<file path="src/rtl/gmr_pkg.sv">
// shared constants, word types and codes of the grid maze router
`default_nettype none

package gmr_pkg;

  // sizing
  localparam int MAX_WIDTH   = 64;
  localparam int MAX_HEIGHT  = 64;
  localparam int QUEUE_DEPTH = 16384;
  localparam int MAX_POINTS  = 64;

  localparam int COORD_W     = 6;
  localparam int CELL_AW     = 2 * COORD_W;
  localparam int CELL_DEPTH  = 1 << CELL_AW;
  localparam int QUEUE_AW    = $clog2(QUEUE_DEPTH);
  localparam int QCNT_W      = $clog2(QUEUE_DEPTH + 1);
  localparam int NPT_W       = $clog2(MAX_POINTS + 1);
  localparam int DIM_W       = 7;
  localparam int AREA_W      = 2 * DIM_W;
  localparam int CAP_W       = 16;
  localparam int DEM_W       = 16;
  localparam int BASE_W      = 17;
  localparam int COST_W      = 32;
  localparam int CFG_INDEX_W = 3;
  localparam int CFG_DATA_W  = 17;

  // register indexes
  localparam logic [CFG_INDEX_W-1:0] CFG_GRID_WIDTH  = 3'd0;
  localparam logic [CFG_INDEX_W-1:0] CFG_GRID_HEIGHT = 3'd1;
  localparam logic [CFG_INDEX_W-1:0] CFG_H_CAPACITY  = 3'd2;
  localparam logic [CFG_INDEX_W-1:0] CFG_V_CAPACITY  = 3'd3;
  localparam logic [CFG_INDEX_W-1:0] CFG_BASE_COST   = 3'd4;

  typedef enum logic [1:0] {
    KIND_ROUTE    = 2'd0,
    KIND_RIP      = 2'd1,
    KIND_OVERFLOW = 2'd2,
    KIND_BUMP     = 2'd3
  } kind_t;

  typedef struct packed {
    kind_t              kind;
    logic [COORD_W-1:0] src_x;
    logic [COORD_W-1:0] src_y;
    logic [COORD_W-1:0] dst_x;
    logic [COORD_W-1:0] dst_y;
    logic               monotonic;
  } in_word_t;

  typedef struct packed {
    logic [COORD_W-1:0] point_x;
    logic [COORD_W-1:0] point_y;
    logic [COST_W-1:0]  total_overflow;
    logic               last;
    logic               truncated;
  } out_word_t;

  // request to the edge cost unit
  typedef struct packed {
    logic [DEM_W-1:0]  demand;
    logic [DEM_W-1:0]  history;
    logic [CAP_W-1:0]  capacity;
    logic [BASE_W-1:0] base;
  } edge_req_t;

  // entries of the cell and edge stores
  typedef struct packed {
    logic              reached;
    logic [1:0]        from;
    logic [COST_W-1:0] cost;
  } cell_entry_t;

  typedef struct packed {
    logic [DEM_W-1:0] demand;
    logic [DEM_W-1:0] history;
  } edge_entry_t;

endpackage

`default_nettype wire

</file>
<file path="src/rtl/gmr_edge_cost.sv">
// edge cost unit: restoring divider, fifth power by repeated multiply, history scale
`default_nettype none

module gmr_edge_cost import gmr_pkg::*; (
  input  logic              clk,
  input  logic              rst,
  input  logic              start,
  input  edge_req_t         req,
  output logic              done,
  output logic [COST_W-1:0] cost
);

  typedef enum logic [2:0] {E_IDLE, E_DIV, E_MUL, E_SAT, E_HIST, E_SUM} estate_t;

  estate_t           st;
  edge_req_t         req_q;
  logic [32:0]       num;
  logic [DEM_W-1:0]  rem;
  logic [32:0]       quo;
  logic [5:0]        bitcnt;
  logic [COST_W-1:0] r;
  logic [COST_W-1:0] p;
  logic [63:0]       prod;
  logic [1:0]        mcnt;

  logic [16:0] rem_sh;
  logic [16:0] rem_sub;
  logic        fits;
  logic [32:0] q_fin;
  logic [49:0] total;

  // one quotient bit per cycle
  always_comb begin
    rem_sh  = {rem, num[32]};
    fits    = rem_sh >= {1'b0, req_q.capacity};
    rem_sub = rem_sh - {1'b0, req_q.capacity};
    q_fin   = {quo[31:0], fits};
    total   = 50'(req_q.base) + 50'(prod[47:0]);
  end

  always_ff @(posedge clk) begin
    if (rst) begin
      st   <= E_IDLE;
      done <= 1'b0;
    end else begin
      done <= 1'b0;
      unique case (st)
        E_IDLE: begin
          if (start) begin
            req_q  <= req;
            num    <= {17'(req.demand) + 17'd1, 16'd0};
            rem    <= '0;
            bitcnt <= '0;
            st     <= E_DIV;
          end
        end
        E_DIV: begin
          rem    <= fits ? rem_sub[DEM_W-1:0] : rem_sh[DEM_W-1:0];
          quo    <= q_fin;
          num    <= {num[31:0], 1'b0};
          bitcnt <= bitcnt + 6'd1;
          if (bitcnt == 6'd32) begin
            r    <= q_fin[32] ? '1 : q_fin[31:0];
            p    <= q_fin[32] ? '1 : q_fin[31:0];
            mcnt <= '0;
            st   <= E_MUL;
          end
        end
        E_MUL: begin
          prod <= 64'(p) * 64'(r);
          st   <= E_SAT;
        end
        // rescale and saturate the running power
        E_SAT: begin
          p    <= (|prod[63:48]) ? '1 : prod[47:16];
          mcnt <= mcnt + 2'd1;
          st   <= (mcnt == 2'd3) ? E_HIST : E_MUL;
        end
        E_HIST: begin
          prod <= {16'd0, 48'(req_q.history) * 48'(p)};
          st   <= E_SUM;
        end
        E_SUM: begin
          cost <= (|total[49:32]) ? '1 : total[31:0];
          done <= 1'b1;
          st   <= E_IDLE;
        end
        default: st <= E_IDLE;
      endcase
    end
  end

endmodule

`default_nettype wire

</file>
<file path="config.mk">
export PLATFORM = sky130hd
export DESIGN_NAME = gmr_edge_cost
export DESIGN_NICKNAME = d
export VERILOG_FILES = /design/src/rtl/gmr_pkg.sv /design/src/rtl/gmr_edge_cost.sv
export SDC_FILE = /design/constraint.sdc
export NUM_CORES = 2
export LEC_CHECK = 0
export BUFFER_PORTS_ARGS = -buffer_cell sky130_fd_sc_hd__clkbuf_2
export CAP_MARGIN = 0
export CORE_MARGIN = 5
export CORE_UTILIZATION = 41
export DETAILED_ROUTE_END_ITERATION = 7
export GPL_TIMING_DRIVEN = 0
export PLACE_DENSITY_LB_ADDON = 0.05
export SYNTH_ARGS = -nofsm -noshare
export SYNTH_HDL_FRONTEND = slang
export SYNTH_SLANG_ARGS = --single-unit
export TNS_END_PERCENT = 1
</file>
<file path="constraint.sdc">
create_clock -name clk -period 14.69 [get_ports clk]
set_input_delay 0.7345 -clock clk [delete_from_list [all_inputs] [get_ports clk]]
set_output_delay 0.7345 -clock clk [all_outputs]
set_load 0.02 [all_outputs]
</file>
==> run_results.csv <==
group,metric,value,unit
routing,drtAntennaViolNets,0,
power_and_ir_drop,ir_drop,152,µV
grt,grt_usage,32.6,%
yosys,yosysSeqAreaShare,13.8,%
timing,tightest_slew,1.54,ns
layout,drive_gt1_share,3.87,%
clock_tree,cts.clk_slew.worst_paths,0.08,ns
yosys,synth_area_per_cell,9.54,µm²
timing,hold_viol,0,
layout,fin_area,0.0665,mm²
yosys,ys_warn_count,0,
die,die_h,399,µm
layout,fin_util,44.3,%
clock_tree,ctsResizeCount,0,
clock_tree,numClockSinks,286,
yosys,synth_area,0.0620,mm²
power_and_ir_drop,leakage,30.8,nW
job,cap_viol_max_count,7,
yosys,yosysTopAreaCellShare,42.5,%
routing,vias_per_cell,5.44,
die,rows,142,
worst_hold_path,hold_depth,1,
clock_tree,clk_latency,0.67,ns
placement,placed_cell_area,0.0653,mm²
yosys,synth_cell_types,83,
setup_path,rr_worst_depth,26,
die,core-area,0.150,mm²
grt,antenna_found_initial,70,
yosys,synth_compound_area_share,5.55,%
timing,final.setup.tns,0,ns
layout,multi_input_area,0.0472,mm²
yosys,yosys.area.top_type,"fa_1",
routing,first_iter_violations,4709,
layout,final_common_cell,"fa_1",
routing,routedWlPerCell,29.2,µm
yosys,synth_xor_area_share,2.24,%
yosys,synth.area.top_cells,"fa_1 42%, edfxtp_1 14%, ha_1 8.5%",
routing,vias,47400,
yosys,synth_top_family_by_area,"adder cells",
setup_path,crit_type,"register to register",
placement,place_hpwl,210000,µm
grt,grt_first_pass_wirelength,366000,µm
timing,fmax,0.0909,GHz
placement,port_buffers,99,
die,die_x,399,µm
worst_hold_path,min_path_type,"input port to register",
yosys,synthAdderAreaFrac,50.9,%
routing,drt_pass1_iterations,5,
setup_path,required,15.00,ns
yosys,synth_async_sr_flop_share,0,%
yosys,synth_edf_count,282,
grt,grt_pass1_vias,49700,
yosys,syn_inst,6502,
outcome,violations,"capacitance limit, slew limit",
outcome,status,"complete, but fails checks",
clock_tree,numCtsBuffers,30,
timing,period_needed,11.01,ns
yosys,synthSimpleGateAreaFrac,17.1,%
clock_tree,hold_buffers,0,
timing,max_slew_margin,-2.80,%
timing,slew_viol_final,77,
die,initial_core_util,41.3,%
timing,grt_setup_unrepaired,"false",
layout,area_delta_synth_final,7.13,%
yosys,ys.flop_type,"edfxtp_1",
layout,nNetsFinal,8455,
setup_path,end_kind,"register",
setup_path,cp.arrival,11.32,ns
grt,grt_max_degree,40,
layout,fill_cells,15100,
power_and_ir_drop,powerDensity,108,mW/mm²
placement,gp_congestion,1.00,
yosys,synth_seq_cells,286,
setup_path,cp-start-kind,"register",
timing,finalCritPeriodShare,74.9,%
layout,regArea,0.00855,mm²
clock_tree,cts_tree,"built",
clock_tree,htree_levels,1,
timing,finalClockSkew,0.0762,ns
setup_path,cp_max_fo,10,
clock_tree,cts_root_buf,"clkbuf_16",
clock_tree,clk_path_buf_depth,3,
timing,setup_viol,0,
yosys,synth_mux_area_share,0.184,%
yosys,synth_nets,8306,
die,io_pins,101,
die,dieArea,0.159,mm²
routing,wirelength,255000,µm
routing,drc,0,
layout,mostFrequentLayoutCells,"1316 x fa_1, 1298 x inv_1, 899 x nand2_1",
clock_tree,cts_setup_buffers,0,
grt,gr-total-overflow,0,
==> worst max-delay path: stages, from the launching register on <==
cell      delay, ns
edfxtp_1       0.49
clkbuf_1       1.08
clkbuf_1       1.08
nand2_1        0.22
fa_1           0.49
inv_1          0.10
fa_1           0.42
inv_1          0.08
fa_1           0.45
fa_1           0.41
inv_1          0.09
fa_1           0.44
fa_1           0.53
fa_1           0.60
fa_1           0.45
ha_1           0.28
clkbuf_1       0.21
a21oi_1        0.17
o21ai_0        0.14
nor3_1         0.32
and4_1         0.39
and4b_1        0.27
o21ai_1        0.88
or2_2          0.26
nand2b_1       0.07
xnor2_1        0.62
a32oi_1        0.09
==> layout make-up <==
type / count / share of cell area, %
repair buffers: 117 / 1.11
plain buffers: 372 / 2.19
well taps: 2016 / 3.80
multi-input cells: 4545 / 71.0
clock inverters: 19 / 0.384
flip-flops and latches: 286 / 12.9
diodes: 35 / 0.132
clock buffers: 37 / 1.17
inverters: 1299 / 7.34
==> kinds of logic (layout without fill, tap and decap cells) <==
kind of cell	Yosys count	count (layout)
compound gates	530	530
xor+xnor	159	159
fa+ha+maj	1736	1736
buf+inv	1671	1844
flops	286	286
mux	11	11
other cells	0	35
simple gates	2109	2109
==> through the flow <==
step	setup WS, ns	instances	power [W]	hold WS, ns
2_1_floorplan	6.94	6502	0.00443	0.417
3_3_place_gp	3.28	8617	0.00620	0.423
3_5_place_dp	3.95	8635	0.00621	0.423
4_1_cts	3.83	8691	0.00709	0.185
5_1_grt	3.47	8695	0.00765	0.204
6_report	3.68	8726	0.00715	0.234
==> per-layer routing <==
layer | part of all wire [%] | track usage [%] | up-vias | wire length [µm]
li1 | - | - | 20000 | -
met1 | 41 | 44.7 | 25000 | 105000
met2 | 45 | 50.8 | 2037 | 114000
met3 | 9.3 | 7.32 | 415 | 23800
met4 | 4.7 | 12.5 | 6 | 11900
met5 | 0.019 | 0 | - | 49
==> synthesized netlist by cell type (38+ instances only) <==
master,instances
a21oi_1,146
xor2_1,72
ha_1,420
nand3_1,43
edfxtp_1,282
clkbuf_1,365
fa_1,1316
xnor2_1,87
nor2_1,137
or2_2,38
o21ai_0,107
nand2_1,899
inv_1,1298
a21o_1,72
and2_1,791
==> report_power, final <==
group          total [W]  leakage [nW]  switching (W)  internal (W)
clock network   0.000834         0.488       0.000368      0.000466
registers        0.00101          2.50      0.0000222      0.000992
logic            0.00530          27.8        0.00343       0.00187
==> sequential cells by signal, indices dropped and copies added (netlist names) <==
name / count
done: 1
rem: 16
prod: 64
mcnt: 2
req_q: 49
bitcnt: 6
quo: 32
cost: 32
r: 32
p: 32
st: 3
num: 17
==> path summary, 6_finish.rpt <==
path / startpoint / to / slack, ns
min: req[46] / req_q[46] / 0.23
min reg2reg: quo[1] / quo[2] / 0.40
max: p[4] / prod[44] / 3.68
max reg2reg: p[4] / prod[44] / 3.68
Note: power is estimated with default switching activity, not from simulation.
